==> src/sv/turtle_symbol_interpreter_unit_macros.svh <==
// Assertion macros for the turtle symbol interpreter.
// Used by the top level; define ASSERT_OFF to compile them away.
`ifndef TURTLE_SYMBOL_INTERPRETER_UNIT_MACROS_SVH
`define TURTLE_SYMBOL_INTERPRETER_UNIT_MACROS_SVH

`ifndef ASSERT_OFF

// Check a property at every clock edge outside reset.
`define TSI_ASSERT(lbl, clk, rstn, prop, msg) \
  lbl: assert property (@(posedge clk) disable iff (!rstn) (prop)) else $error(msg);

// Check that a condition is followed by a consequence in the next cycle.
`define TSI_ASSERT_NEXT(lbl, clk, rstn, ante, cons, msg) \
  lbl: assert property (@(posedge clk) disable iff (!rstn) (ante) |=> (cons)) else $error(msg);

`else

`define TSI_ASSERT(lbl, clk, rstn, prop, msg)
`define TSI_ASSERT_NEXT(lbl, clk, rstn, ante, cons, msg)

`endif

`endif

==> src/sv/tsi_pkg.sv <==
// Shared types and constants of the turtle symbol interpreter.
// No dependencies; used by every module of the block.
`default_nettype none

package tsi_pkg;

  localparam int POS_W     = 32;
  localparam int CFG_W     = 16;
  localparam int RAD_W     = 15;
  localparam int CMD_W     = 8;
  localparam int CFG_IDX_W = 1;

  // Configuration register indexes
  localparam logic [CFG_IDX_W-1:0] CFG_COS = 1'b0;
  localparam logic [CFG_IDX_W-1:0] CFG_SIN = 1'b1;

  // Configuration reset values (Q1.14)
  localparam logic [CFG_W-1:0] COS_RESET = 16'h4000;
  localparam logic [CFG_W-1:0] SIN_RESET = 16'h0000;

  // Symbol codes
  localparam logic [CMD_W-1:0] CMD_MOVE_X = 8'h58;
  localparam logic [CMD_W-1:0] CMD_MOVE_Y = 8'h59;
  localparam logic [CMD_W-1:0] CMD_MOVE_Z = 8'h5A;
  localparam logic [CMD_W-1:0] CMD_YAW_P  = 8'h2B;
  localparam logic [CMD_W-1:0] CMD_YAW_N  = 8'h2D;
  localparam logic [CMD_W-1:0] CMD_PIT_P  = 8'h26;
  localparam logic [CMD_W-1:0] CMD_PIT_N  = 8'h5E;
  localparam logic [CMD_W-1:0] CMD_ROL_P  = 8'h5C;
  localparam logic [CMD_W-1:0] CMD_ROL_N  = 8'h2F;
  localparam logic [CMD_W-1:0] CMD_PUSH   = 8'h5B;
  localparam logic [CMD_W-1:0] CMD_POP    = 8'h5D;

  typedef enum logic [1:0] {
    ST_SPHERE    = 2'd0,
    ST_UNKNOWN   = 2'd1,
    ST_POP_EMPTY = 2'd2,
    ST_PUSH_FULL = 2'd3
  } status_e;

  typedef struct packed {
    logic signed [POS_W-1:0] x;
    logic signed [POS_W-1:0] y;
    logic signed [POS_W-1:0] z;
  } pos_vec_t;

endpackage

`default_nettype wire

==> src/sv/tsi_advance.sv <==
// Move unit: adds radius times heading to the position, one lane per axis.
// Depends on tsi_pkg for widths and the position vector type.
`default_nettype none

module tsi_advance
  import tsi_pkg::*;
#(
  parameter int FRAC_BITS = 14
) (
  input  wire pos_vec_t                     pos_i,
  input  wire logic signed [FRAC_BITS+1:0]  head_x_i,
  input  wire logic signed [FRAC_BITS+1:0]  head_y_i,
  input  wire logic signed [FRAC_BITS+1:0]  head_z_i,
  input  wire logic [RAD_W-1:0]             radius_i,
  output      pos_vec_t                     pos_o
);

  localparam int HW   = FRAC_BITS + 2;
  localparam int MW   = RAD_W + 1 + HW;
  localparam int SUMW = (MW + 2 > POS_W + 1) ? MW + 2 : POS_W + 1;
  localparam logic [SUMW-1:0] HALF = SUMW'(1) << (FRAC_BITS - 1);

  logic signed [HW-1:0]    head [3];
  logic signed [POS_W-1:0] pos_in [3];
  logic signed [POS_W-1:0] pos_out [3];
  logic signed [MW-1:0]    rad_ext;

  assign head[0]   = head_x_i;
  assign head[1]   = head_y_i;
  assign head[2]   = head_z_i;
  assign pos_in[0] = pos_i.x;
  assign pos_in[1] = pos_i.y;
  assign pos_in[2] = pos_i.z;
  assign rad_ext   = $signed({{(MW-RAD_W){1'b0}}, radius_i});

  for (genvar g = 0; g < 3; g++) begin : g_lane
    logic signed [MW-1:0]   head_ext;
    logic signed [MW-1:0]   prod;
    logic signed [SUMW-1:0] delta;
    logic signed [SUMW-1:0] sum;

    assign head_ext = $signed({{(MW-HW){head[g][HW-1]}}, head[g]});
    assign prod     = rad_ext * head_ext;

    // Round the step, add it and saturate to the position width
    assign delta = ($signed({{(SUMW-MW){prod[MW-1]}}, prod}) + $signed(HALF)) >>> FRAC_BITS;
    assign sum   = $signed({{(SUMW-POS_W){pos_in[g][POS_W-1]}}, pos_in[g]}) + delta;

    always_comb begin
      if (sum[SUMW-1:POS_W-1] == '0 || sum[SUMW-1:POS_W-1] == '1) begin
        pos_out[g] = sum[POS_W-1:0];
      end else begin
        pos_out[g] = sum[SUMW-1] ? {1'b1, {(POS_W-1){1'b0}}} : {1'b0, {(POS_W-1){1'b1}}};
      end
    end
  end

  always_comb begin
    pos_o.x = pos_out[0];
    pos_o.y = pos_out[1];
    pos_o.z = pos_out[2];
  end

endmodule

`default_nettype wire

==> config.mk <==
export PLATFORM = sky130hd
export DESIGN_NAME = tsi_advance
export DESIGN_NICKNAME = d
export VERILOG_FILES = /design/src/sv/turtle_symbol_interpreter_unit_macros.svh /design/src/sv/tsi_pkg.sv /design/src/sv/tsi_advance.sv
export SDC_FILE = /design/constraint.sdc
export NUM_CORES = 2
export LEC_CHECK = 0
export BUFFER_PORTS_ARGS = -buffer_cell sky130_fd_sc_hd__buf_4
export CAP_MARGIN = 10
export CORE_ASPECT_RATIO = 1.1
export CORE_MARGIN = 2
export CORE_UTILIZATION = 35
export DETAILED_ROUTE_END_ITERATION = 6
export SLEW_MARGIN = 20
export SYNTH_ARGS = -nofsm -noshare
export SYNTH_HDL_FRONTEND = slang
export SYNTH_SLANG_ARGS = --single-unit
==> constraint.sdc <==
create_clock -name vclk -period 18.92
set_input_delay 1.892 -clock vclk [all_inputs]
set_output_delay 1.892 -clock vclk [all_outputs]
set_load 0.05 [all_outputs]
Word level (Yosys, flattened, before mapping)

Cells that the tools add are included.

Reductions and logical operators: 6
Divide/modulo/power cells: 0
Add/sub/neg operators: 6
Bitwise logic cells: 0
Multipliers: 3
Multiplexer cells: 6
Shift-type cells: 0
Equal/unequal tests: 3
Magnitude comparators: 0

Operator list:

| kind                     | number |
|---|---|
| $mux W32                 | 6 |
| $add A32 B15 Y33 const B | 3 |
| $add A32 B19 Y33         | 3 |
| $mul A16 B16 Y32         | 3 |
| $eq A3 B3 Y1 const B     | 3 |
| $logic_not A3 Y1         | 3 |
| $logic_or A1 B1 Y1       | 3 |

Memories: 0
Register bits after elaboration: 0
Bits in writable memories: 0
Bits in latches: 0
Output and inout port bits: 96
Word-level logic and storage cells: 24
Memory bits (read-only): 0
Bits of input ports: 159

Logic depth before layout (Yosys ltp)

Depth in word-level cells: 6
Gate-level depth with buffers: 40
Depth with buffers taken out: 36

Worst setup path before layout

OpenSTA, ideal clock, no wires.

Path type: input to output
Start: input port radius_i[7]
End: output port pos_o[62] (netlist name)
Path slack: 4.942 ns
Arrival time: 12.086 ns
Stages on the path: 39
Required time: 17.028 ns
Cell sequence: clkbuf_1 > clkbuf_1 > nand2_1 > fa_1 > inv_1 > fa_1 > inv_1 > fa_1 > inv_1 > fa_1 > fa_1 > inv_1 > fa_1 > inv_1 > ha_1 > nand2_1 > nor2_1 > a211oi_1 > (+3 left out) > o31ai_1 > a311o_1 > a21o_1 > a21oi_1 > xnor2_1 > ha_1 > clkbuf_1 > a21o_1 > a21o_1 > a21o_1 > a21o_1 > a21o_1 > a21o_1 > a21oi_1 > o21ai_1 > and3_1 > buf_1 > o41ai_1

RTL lines:

| item               | RTL line          | source |
|---|---|---|
| start: declaration | tsi_advance.sv:14 | `input wire logic [RAD_W-1:0] radius_i,` |
| end: declaration   | tsi_advance.sv:15 | `output pos_vec_t pos_o` |

==> impl_metrics.env <==
export IMPL_fmax_mhz=72.0
export IMPL_layout_drive_gt1_share_pct=9.00
export IMPL_routed_wl_um=75300
export IMPL_ant_nets=0
export IMPL_synth_compound_area_share_pct=10.5
export IMPL_synthCells=3494
export IMPL_synth_xor_area_share_pct=3.99
export IMPL_grt_pass1_vias=24700
export IMPL_timing_setup_tns_ps=0
export IMPL_synth_most_common_cell="inv_1"
export IMPL_grt_pass1_wl_um=126000
export IMPL_drv_cap=0
export IMPL_routed_via_density=4.92
export IMPL_n_clock_buffer=0
export IMPL_startpoint="radius_i[10]"
export IMPL_critPathTopFamily="adder cells"
export IMPL_initial_core_util_pct=35.4
export IMPL_tightest_slew_ps=968
export IMPL_core_sq_um=83600
export IMPL_die_x_um=281
export IMPL_synth_top_area_share_pct=36.7
export IMPL_min_period_ps=13890
export IMPL_crit_buf_inv=5
export IMPL_muxShareOfSynthArea_pct=0.0761
export IMPL_drc=0
export IMPL_min_period_over_period_pct=73.4
export IMPL_ctsHoldBuffers=0
export IMPL_rsz0062_at_grt="no"
export IMPL_synth_fa_ha_area_share_pct=57.5
export IMPL_post_cts_repair_setup_buffers=0
export IMPL_synth_distinct_cells=79
export IMPL_min_path_type="in -> out"
export IMPL_finalHoldViolCount=0
export IMPL_end_kind="primary output"
export IMPL_synth_simple_gate_area_share_pct=17.1
export IMPL_synth_area_per_cell_sq_um=8.47
export IMPL_slew_viol_final=0
export IMPL_grt_usage_pct=17.7
export IMPL_crit_path_max_incr_delay_ps=780
export IMPL_yosysSeqAreaShare_pct=0
export IMPL_yosysTopAreaCell="fa_1"
export IMPL_antenna_found_initial=8
export IMPL_dp_hpwl_um=60800
export IMPL_final_nets=4772
export IMPL_maxSlewHeadroom_pct=35.2
export IMPL_status="complete, no violations"
export IMPL_crit_arrival_ps=12000
export IMPL_final_seq_area_sq_um=0
export IMPL_crit_path_top_delay_cell="xnor2_2"
export IMPL_dp_worst_setup_slack_ps=4800
export IMPL_drt_pass1_iter_count=5
export IMPL_grt_max_degree=49
export IMPL_gp_congestion=0.861
export IMPL_grt_ovfl_total=0
export IMPL_fin_ws_ps=5030
export IMPL_io_pins=255
export IMPL_cp_max_fo=48
export IMPL_critical_path_class="in -> out"
export IMPL_post_cts_resized=0
export IMPL_dieArea_sq_um=86900
export IMPL_cpMostUsedCell="fa_1"
export IMPL_setup_viol=0
export IMPL_placementRows=111
export IMPL_synth_area_leaders="fa_1 37%, ha_1 20%, inv_1 8.8%"
export IMPL_seq_cells=0
export IMPL_fp_dieH_um=309
export IMPL_synthToLayoutAreaGrowth_pct=9.41
export IMPL_wl_per_cell_um=15.9
export IMPL_synth_area_sq_um=29600
export IMPL_cp_required_ps=17030
export IMPL_cp_start_kind="primary input"
export IMPL_num_vias=23300
export IMPL_synth_fp_nets=4664
export IMPL_synthTopCellsByCount="692 x inv_1, 543 x fa_1, 468 x ha_1"
export IMPL_drt_iter0_markers=980
export IMPL_synth_warnings=0
export IMPL_synth_top_family_by_area="adder cells"
export IMPL_min_from="pos_i[32]"
export IMPL_port_buffers=255
## placed cells by master, fill, tap and decap left out, types with 8 or more instances in the layout
| cell type | n |
|---|---|
| nor2b_1 | 40 |
| nor3_1 | 20 |
| maj3_2 | 19 |
| nand3_1 | 29 |
| buf_4 | 260 |
| maj3_1 | 8 |
| xor2_1 | 46 |
| nor2_1 | 99 |
| a21oi_1 | 127 |
| or3_1 | 10 |
| fa_1 | 543 |
| and3_1 | 10 |
| xnor2_1 | 84 |
| o21a_1 | 22 |
| ha_1 | 468 |
| nand4_1 | 21 |
| nand2b_1 | 33 |
| a211oi_1 | 15 |
| o31ai_1 | 11 |
| o21ai_0 | 94 |
| o21bai_1 | 14 |
| inv_1 | 692 |
| a31oi_1 | 22 |
| nand2_1 | 400 |
| and2_1 | 337 |
| a21o_1 | 69 |
## cell families (layout without fill, tap and decap cells)
logic type / count (synthesis) / in the layout
AOI/OAI and AO/OA: 462 / 462
xor gates and xnor gates: 133 / 133
adders and majority gates: 1038 / 1038
buffers and inverters: 846 / 952
muxes: 1 / 1
other: 0 / 4
and+or+nand+nor: 1014 / 1014
## worst paths after layout
kind	to	cells after the start
min	pos_o[32]	4
max	pos_o[18]	35
## cell type report
class | count | area [sq um]
multi-input cells | 2648 | 26400
diodes | 4 | 10.0
inverters | 692 | 2600
well taps | 1130 | 1410
fillers | 8723 | 51200
repair buffers | 260 | 1950
## routing by layer
metal / GRT usage (%) / routed length [um]
met5: 0 / 47
met4: 3.65 / 1470
met3: 1.20 / 2340
met2: 32.3 / 38700
met1: 22.9 / 32700
## metrics by stage
stage          util (%)  std cells  cell area [sq um]  hold WS, ps
2_1_floorplan         -       3494              29600         4350
3_3_place_gp       38.7       4730              32300         4350
3_5_place_dp       38.7       4730              32400         4330
4_1_cts            38.7       4730              32400         4330
5_1_grt            38.7       4734              32400         4340
6_report           38.7       4734              32400         4320
Power is not shown: default switching activity piles up to over one toggle a cycle in this logic, so the estimate is an artifact.
