[config.mk]
export PLATFORM = sky130hd
export DESIGN_NAME = tsi_rotate
export DESIGN_NICKNAME = d
export VERILOG_FILES = /design/src/sv/turtle_symbol_interpreter_unit_macros.svh /design/src/sv/tsi_pkg.sv /design/src/sv/tsi_rotate.sv
export SDC_FILE = /design/constraint.sdc
export NUM_CORES = 2
export LEC_CHECK = 0
export ABC_AREA = 0
export BUFFER_PORTS_ARGS = -buffer_cell sky130_fd_sc_hd__clkbuf_2
export CAP_MARGIN = 20
export CORE_MARGIN = 4
export CORE_UTILIZATION = 67
export DETAILED_ROUTE_END_ITERATION = 10
export PLACE_DENSITY = 0.84
export SYNTH_ARGS = -nofsm -noshare
export SYNTH_HDL_FRONTEND = slang
export SYNTH_SLANG_ARGS = --single-unit
[constraint.sdc]
create_clock -name vclk -period 31.7
set_input_delay 6.34 -clock vclk [all_inputs]
set_output_delay 6.34 -clock vclk [all_outputs]
set_load 0.03 [all_outputs]
[src/sv/turtle_symbol_interpreter_unit_macros.svh]
// Assertion macros for the turtle symbol interpreter.
// Used by the top level; define ASSERT_OFF to compile them away.
`ifndef TURTLE_SYMBOL_INTERPRETER_UNIT_MACROS_SVH
`define TURTLE_SYMBOL_INTERPRETER_UNIT_MACROS_SVH

`ifndef ASSERT_OFF

// Check a property at every clock edge outside reset.
`define TSI_ASSERT(lbl, clk, rstn, prop, msg) \
  lbl: assert property (@(posedge clk) disable iff (!rstn) (prop)) else $error(msg);

// Check that a condition is followed by a consequence in the next cycle.
`define TSI_ASSERT_NEXT(lbl, clk, rstn, ante, cons, msg) \
  lbl: assert property (@(posedge clk) disable iff (!rstn) (ante) |=> (cons)) else $error(msg);

`else

`define TSI_ASSERT(lbl, clk, rstn, prop, msg)
`define TSI_ASSERT_NEXT(lbl, clk, rstn, ante, cons, msg)

`endif

`endif

[src/sv/tsi_pkg.sv]
// Shared types and constants of the turtle symbol interpreter.
// No dependencies; used by every module of the block.
`default_nettype none

package tsi_pkg;

  localparam int POS_W     = 32;
  localparam int CFG_W     = 16;
  localparam int RAD_W     = 15;
  localparam int CMD_W     = 8;
  localparam int CFG_IDX_W = 1;

  // Configuration register indexes
  localparam logic [CFG_IDX_W-1:0] CFG_COS = 1'b0;
  localparam logic [CFG_IDX_W-1:0] CFG_SIN = 1'b1;

  // Configuration reset values (Q1.14)
  localparam logic [CFG_W-1:0] COS_RESET = 16'h4000;
  localparam logic [CFG_W-1:0] SIN_RESET = 16'h0000;

  // Symbol codes
  localparam logic [CMD_W-1:0] CMD_MOVE_X = 8'h58;
  localparam logic [CMD_W-1:0] CMD_MOVE_Y = 8'h59;
  localparam logic [CMD_W-1:0] CMD_MOVE_Z = 8'h5A;
  localparam logic [CMD_W-1:0] CMD_YAW_P  = 8'h2B;
  localparam logic [CMD_W-1:0] CMD_YAW_N  = 8'h2D;
  localparam logic [CMD_W-1:0] CMD_PIT_P  = 8'h26;
  localparam logic [CMD_W-1:0] CMD_PIT_N  = 8'h5E;
  localparam logic [CMD_W-1:0] CMD_ROL_P  = 8'h5C;
  localparam logic [CMD_W-1:0] CMD_ROL_N  = 8'h2F;
  localparam logic [CMD_W-1:0] CMD_PUSH   = 8'h5B;
  localparam logic [CMD_W-1:0] CMD_POP    = 8'h5D;

  typedef enum logic [1:0] {
    ST_SPHERE    = 2'd0,
    ST_UNKNOWN   = 2'd1,
    ST_POP_EMPTY = 2'd2,
    ST_PUSH_FULL = 2'd3
  } status_e;

  typedef struct packed {
    logic signed [POS_W-1:0] x;
    logic signed [POS_W-1:0] y;
    logic signed [POS_W-1:0] z;
  } pos_vec_t;

endpackage

`default_nettype wire

[src/sv/tsi_rotate.sv]
// Heading rotator: turns a pair of heading components by the configured angle.
// Depends on tsi_pkg for the configuration width.
`default_nettype none

module tsi_rotate
  import tsi_pkg::*;
#(
  parameter int FRAC_BITS = 14
) (
  input  wire logic signed [CFG_W-1:0]       cos_i,
  input  wire logic signed [CFG_W-1:0]       sin_i,
  input  wire logic                          dir_pos_i,
  input  wire logic signed [FRAC_BITS+1:0]   a_i,
  input  wire logic signed [FRAC_BITS+1:0]   b_i,
  output      logic signed [FRAC_BITS+1:0]   a_o,
  output      logic signed [FRAC_BITS+1:0]   b_o
);

  localparam int HW = FRAC_BITS + 2;
  localparam int PW = CFG_W + HW;
  localparam int SW = PW + 2;
  localparam logic [SW-1:0] HALF = SW'(1) << (FRAC_BITS - 1);

  logic signed [PW-1:0] c_ext, s_ext, a_ext, b_ext;
  logic signed [PW-1:0] ca, cb, sa, sb;
  logic signed [SW-1:0] na, nb, ra, rb;

  assign c_ext = $signed({{(PW-CFG_W){cos_i[CFG_W-1]}}, cos_i});
  assign s_ext = $signed({{(PW-CFG_W){sin_i[CFG_W-1]}}, sin_i});
  assign a_ext = $signed({{(PW-HW){a_i[HW-1]}}, a_i});
  assign b_ext = $signed({{(PW-HW){b_i[HW-1]}}, b_i});

  // Four products of the rotation matrix
  assign ca = c_ext * a_ext;
  assign cb = c_ext * b_ext;
  assign sa = s_ext * a_ext;
  assign sb = s_ext * b_ext;

  // Combine with the sign of the turn, then round to nearest
  always_comb begin
    if (dir_pos_i) begin
      na = SW'(ca) - SW'(sb);
      nb = SW'(sa) + SW'(cb);
    end else begin
      na = SW'(ca) + SW'(sb);
      nb = SW'(cb) - SW'(sa);
    end
    ra = (na + $signed(HALF)) >>> FRAC_BITS;
    rb = (nb + $signed(HALF)) >>> FRAC_BITS;
  end

  // Saturate back to the heading width
  always_comb begin
    if (ra[SW-1:HW-1] == '0 || ra[SW-1:HW-1] == '1) begin
      a_o = ra[HW-1:0];
    end else begin
      a_o = ra[SW-1] ? {1'b1, {(HW-1){1'b0}}} : {1'b0, {(HW-1){1'b1}}};
    end
    if (rb[SW-1:HW-1] == '0 || rb[SW-1:HW-1] == '1) begin
      b_o = rb[HW-1:0];
    end else begin
      b_o = rb[SW-1] ? {1'b1, {(HW-1){1'b0}}} : {1'b0, {(HW-1){1'b1}}};
    end
  end

endmodule

`default_nettype wire

# Word-level counts from Yosys, hierarchy flattened
# Cells that the tools add are included.
dict set report word_totals {
  input_bits 65
  register_bits 0
  wordCells 22
}
dict set report classes {
  addsub 6
  muxes 6
  reduce_logical 4
  n_eq_ne 2
  multipliers 4
}
# op count
set op_table {}
lappend op_table {{16-bit by 16-bit multiplier with 32-bit output} 4}
lappend op_table {{34-bit by 15-bit adder with 34-bit output, second input constant} 2}
lappend op_table {{34-bit two-way mux} 2}
lappend op_table {{32-bit by 32-bit adder with 33-bit output} 2}
lappend op_table {{32-bit by 32-bit subtractor with 33-bit output} 2}
lappend op_table {{16-bit two-way mux} 4}
lappend op_table {{19-bit == test, second input constant} 2}
lappend op_table {{19-bit logical NOT} 2}
lappend op_table {{1-bit logical OR} 2}

# Longest topological paths before layout
dict set report logic_depth {
  word_depth 7
  depth_mapped 43
}

# Worst setup path before layout
# OpenSTA, ideal clock, no wires.
dict set report synth_timing {
  path_kind {input -> output}
  from {input a_i[1]}
  to {output b_o[0]}
  slack_ns 9.904
  stages 38
  required_ns 25.360
  arrival_ns 15.456
  path_cell_list {clkbuf_1 > nand2_1 > fa_1 > fa_1 > fa_1 > fa_1 > inv_1 > fa_1 > inv_1 > fa_1 > inv_1 > ha_1 > nand3_1 > o21ai_0 > a21oi_1 > a21oi_1 > mux2_2 > a31oi_1 > [... 2 more ...] > or4_1 > nor2_1 > a31oi_1 > xor2_1 > ha_1 > clkbuf_1 > a21o_1 > a21o_1 > nand3_1 > nand2_1 > a211oi_1 > o21ai_0 > xnor2_1 > or2_2 > o41a_1 > o21ai_2 > nand3_4 > a22oi_1}
}
dict set report synth_between {
  elab_chain_cells 7
}
# element line_no
set synth_rtl {}
lappend synth_rtl {{start, declared} tsi_rotate.sv:13} ;# input wire logic signed [FRAC_BITS+1:0] a_i,
lappend synth_rtl {{16-bit by 16-bit multiplier with 32-bit output *} tsi_rotate.sv:36} ;# assign sa = s_ext * a_ext;
lappend synth_rtl {{32-bit by 32-bit subtractor with 33-bit output or 32-bit by 32-bit adder with 33-bit output (tied branches)} {tsi_rotate.sv:46, tsi_rotate.sv:43}}
lappend synth_rtl {{34-bit two-way mux *} tsi_rotate.sv:41} ;# if (dir_pos_i) begin
lappend synth_rtl {{34-bit by 15-bit adder with 34-bit output *} tsi_rotate.sv:49} ;# rb = (nb + $signed(HALF)) >>> FRAC_BITS;
lappend synth_rtl {{19-bit == test or 19-bit logical NOT (tied branches)} tsi_rotate.sv:59} ;# if (rb[SW-1:HW-1] == '0 || rb[SW-1:HW-1] == '1) begin
lappend synth_rtl {{1-bit logical OR} tsi_rotate.sv:59}
lappend synth_rtl {{16-bit two-way mux *} tsi_rotate.sv:59}
lappend synth_rtl {{end, declared} tsi_rotate.sv:16} ;# output logic signed [FRAC_BITS+1:0] b_o
# Every way passes the cells marked *; elsewhere a longest branch is shown, timed or not.

# Final worst setup path
dict set report layout_timing {
  from {input a_i[2]}
  to {output a_o[2]}
}
dict set report layout_between {
  elab_chain_cells 7
}
# element line_no
set layout_rtl {}
lappend layout_rtl {{16-bit by 16-bit multiplier with 32-bit output *} tsi_rotate.sv:34} ;# assign ca = c_ext * a_ext;
lappend layout_rtl {{32-bit by 32-bit adder with 33-bit output or 32-bit by 32-bit subtractor with 33-bit output (tied branches)} {tsi_rotate.sv:45, tsi_rotate.sv:42}}
lappend layout_rtl {{34-bit two-way mux *} tsi_rotate.sv:41}
lappend layout_rtl {{34-bit by 15-bit adder with 34-bit output *} tsi_rotate.sv:48} ;# ra = (na + $signed(HALF)) >>> FRAC_BITS;
lappend layout_rtl {{19-bit == test or 19-bit logical NOT (tied branches)} tsi_rotate.sv:54} ;# if (ra[SW-1:HW-1] == '0 || ra[SW-1:HW-1] == '1) begin
lappend layout_rtl {{1-bit logical OR} tsi_rotate.sv:54}
lappend layout_rtl {{16-bit two-way mux *} tsi_rotate.sv:54}
lappend layout_rtl {{end, declared} tsi_rotate.sv:15} ;# output logic signed [FRAC_BITS+1:0] a_o,
# Marks and branches as above.

==> results.tsv <==
metric	value	unit
cp_max_fo	32	
design.seq.count	0	
hpwl	81880	um
syn2layout_area_growth	2.132	%
endpoint_kind	output port	
fmax	42.42	MHz
crit_required	25.36	ns
post_cts_buffers	0	
min_period_over_period	74.37	%
post_cts_resized	0	
ant_nets	0	
first_global_vias	37122	
area.sequential	0	sq um
postSynthCellCount	5131	
yosys-top-cells-count	1189 x inv_1, 1048 x fa_1, 636 x nand2_1	
grt_max_degree	67	
min_path_type	in2out	
antenna_found_initial	3	
min_from	dir_pos_i	
detail_route.wl_per_cell	17.81	um
initial_core_util	67.65	%
relSlewSlack	27.68	%
finalHoldViolCount	0	
synth_top_area_share	47.17	%
place.gp.congestion	0.9379	
hold_buffers	0	
multi_input_area	0.03915	sq mm
io_pins	97	
yosys_warnings	0	
nClkBuffers	0	
routed.top_layer	met5	
met3RoutedLength	9342	um
wl_met2	49070	um
grt_usage	31.09	%
setup_viol	0	
slew_viol_final	0	
firstDrtPassIters	6	
dp.cells	5901	
drt-total-wl	105100	um
rows	94	
drc	0	
post-route-util	69.09	%
port_buffers	97	
m1WireLength	40820	um
period_minus_slack	23.58	ns
synth_top_area_cell	fa_1	
nFillCells	4991	
fin_nets	6549	
drtIter0Drc	2406	
criticalPathCategory	in2out	
drive_above_1_share	3.474	%
arrival	17.24	ns
vias	34196	
hold_end	a_o[15]	
status	finished, final reports clean	
die_w	265.7	um
worst_pin_slew	1.085	ns
maxCapViolCount	0	
yosysMostFrequentCell	inv_1	
crit_path_start_kind	input pin	
grt_pass1_wl	180600	um
die_h	265.7	um
hold_depth	7	
synth_area_per_cell	8.668	sq um
synthTopCellsByArea	fa_1 47%, ha_1 11%, inv_1 10%	
rsz0062_at_grt	false	
die_area	0.07057	sq mm
synth_area	0.04448	sq mm
viasPerCell	5.793	
slowest_delay	0.80	ns
grt-ovfl-total	0	
instances_no_fill	5903	
tns	0	ns
synth_cell_types	88	
ys_seq_area_share	0	%
synth_fp_nets	6641	
coreArea	0.06575	sq mm
cpMaxStageDelayCell	a211oi_2	
## how the worst max path moves through the flow
stage / endpoint / slack, ns / start
floorplan: b_o[0] / 9.90 / a_i[1]
global placement: a_o[2] / 8.84 / a_i[2]
detailed placement: a_o[2] / 8.37 / a_i[2]
CTS: a_o[2] / 8.35 / a_i[2]
global route: a_o[2] / 7.28 / a_i[1]
finish: a_o[2] / 8.12 / a_i[2]
## area by class of cell
| class | count | share of cell area (%) |
|---|---|---|
| antenna | 2 | 0.01102 |
| inverter | 1189 | 9.825 |
| multi-input combinational | 3719 | 86.19 |
| tap | 864 | 2.380 |
| timing repair buffer | 129 | 1.598 |
## cells in the final DEF, fill, tap and decap left out, drive strengths merged, types with 6 or more instances in the layout
cell type  instances
nand2            636
a2111oi            9
inv             1189
nor2             139
o21ai            105
and3              24
ha               397
a211oi            21
a21oi            147
or2               10
a31oi             22
mux2i              7
nand3             39
a22oi             16
nor4               8
o21a              28
buf               32
o211ai            14
a211o             11
nor3              45
o31a               6
o21bai            16
fa              1048
a21o              59
and2             435
o31ai             10
o2111ai            8
xnor2            177
nand4             14
or3               12
clkbuf            97
nor4b              7
nor3b              7
xor2              81
nor2b             22
a21boi             8
nand2b            70
## per-stage QoR
| stage | setup slack (ns) | instance area [sq um] | hold slack [ns] |
|---|---|---|---|
| global route | 7.280 | 45420 | 14.08 |
| finish | 8.124 | 45420 | 13.89 |
| global placement | 8.841 | 45420 | 13.93 |
| floorplan | 9.904 | 44480 | 13.25 |
| detailed placement | 8.375 | 45420 | 13.96 |
| CTS | 8.347 | 45420 | 13.96 |
## per-layer routing
metal  GRT usage [%]  vias up
li1                -    15231
met1           42.37    17089
met2           50.30     1554
met3           4.810      320
met4           13.25        2
met5               0        -
## logic make-up after synthesis
| kind of cell | after synthesis | share of synthesized area (%) |
|---|---|---|
| AND/OR/NAND/NOR | 1488 | 16.57 |
| adder cells (fa/ha/maj) | 1445 | 58.34 |
| buffers and inverters | 1412 | 11.98 |
| AO/OA/AOI/OAI | 518 | 7.793 |
| XOR/XNOR | 258 | 5.081 |
| multiplexers | 10 | 0.2419 |
## worst max-delay path, delay by kind of cell
kind	cells	cell delay (ns)
buffers and inverters	8	1.18
AOI/OAI and AO/OA	11	3.96
and+or+nand+nor	8	1.50
xor gates and xnor gates	2	0.46
adders and majority gates	8	3.78
Power is not shown: default switching activity piles up to over one toggle a cycle in this logic, so the estimate is an artifact.
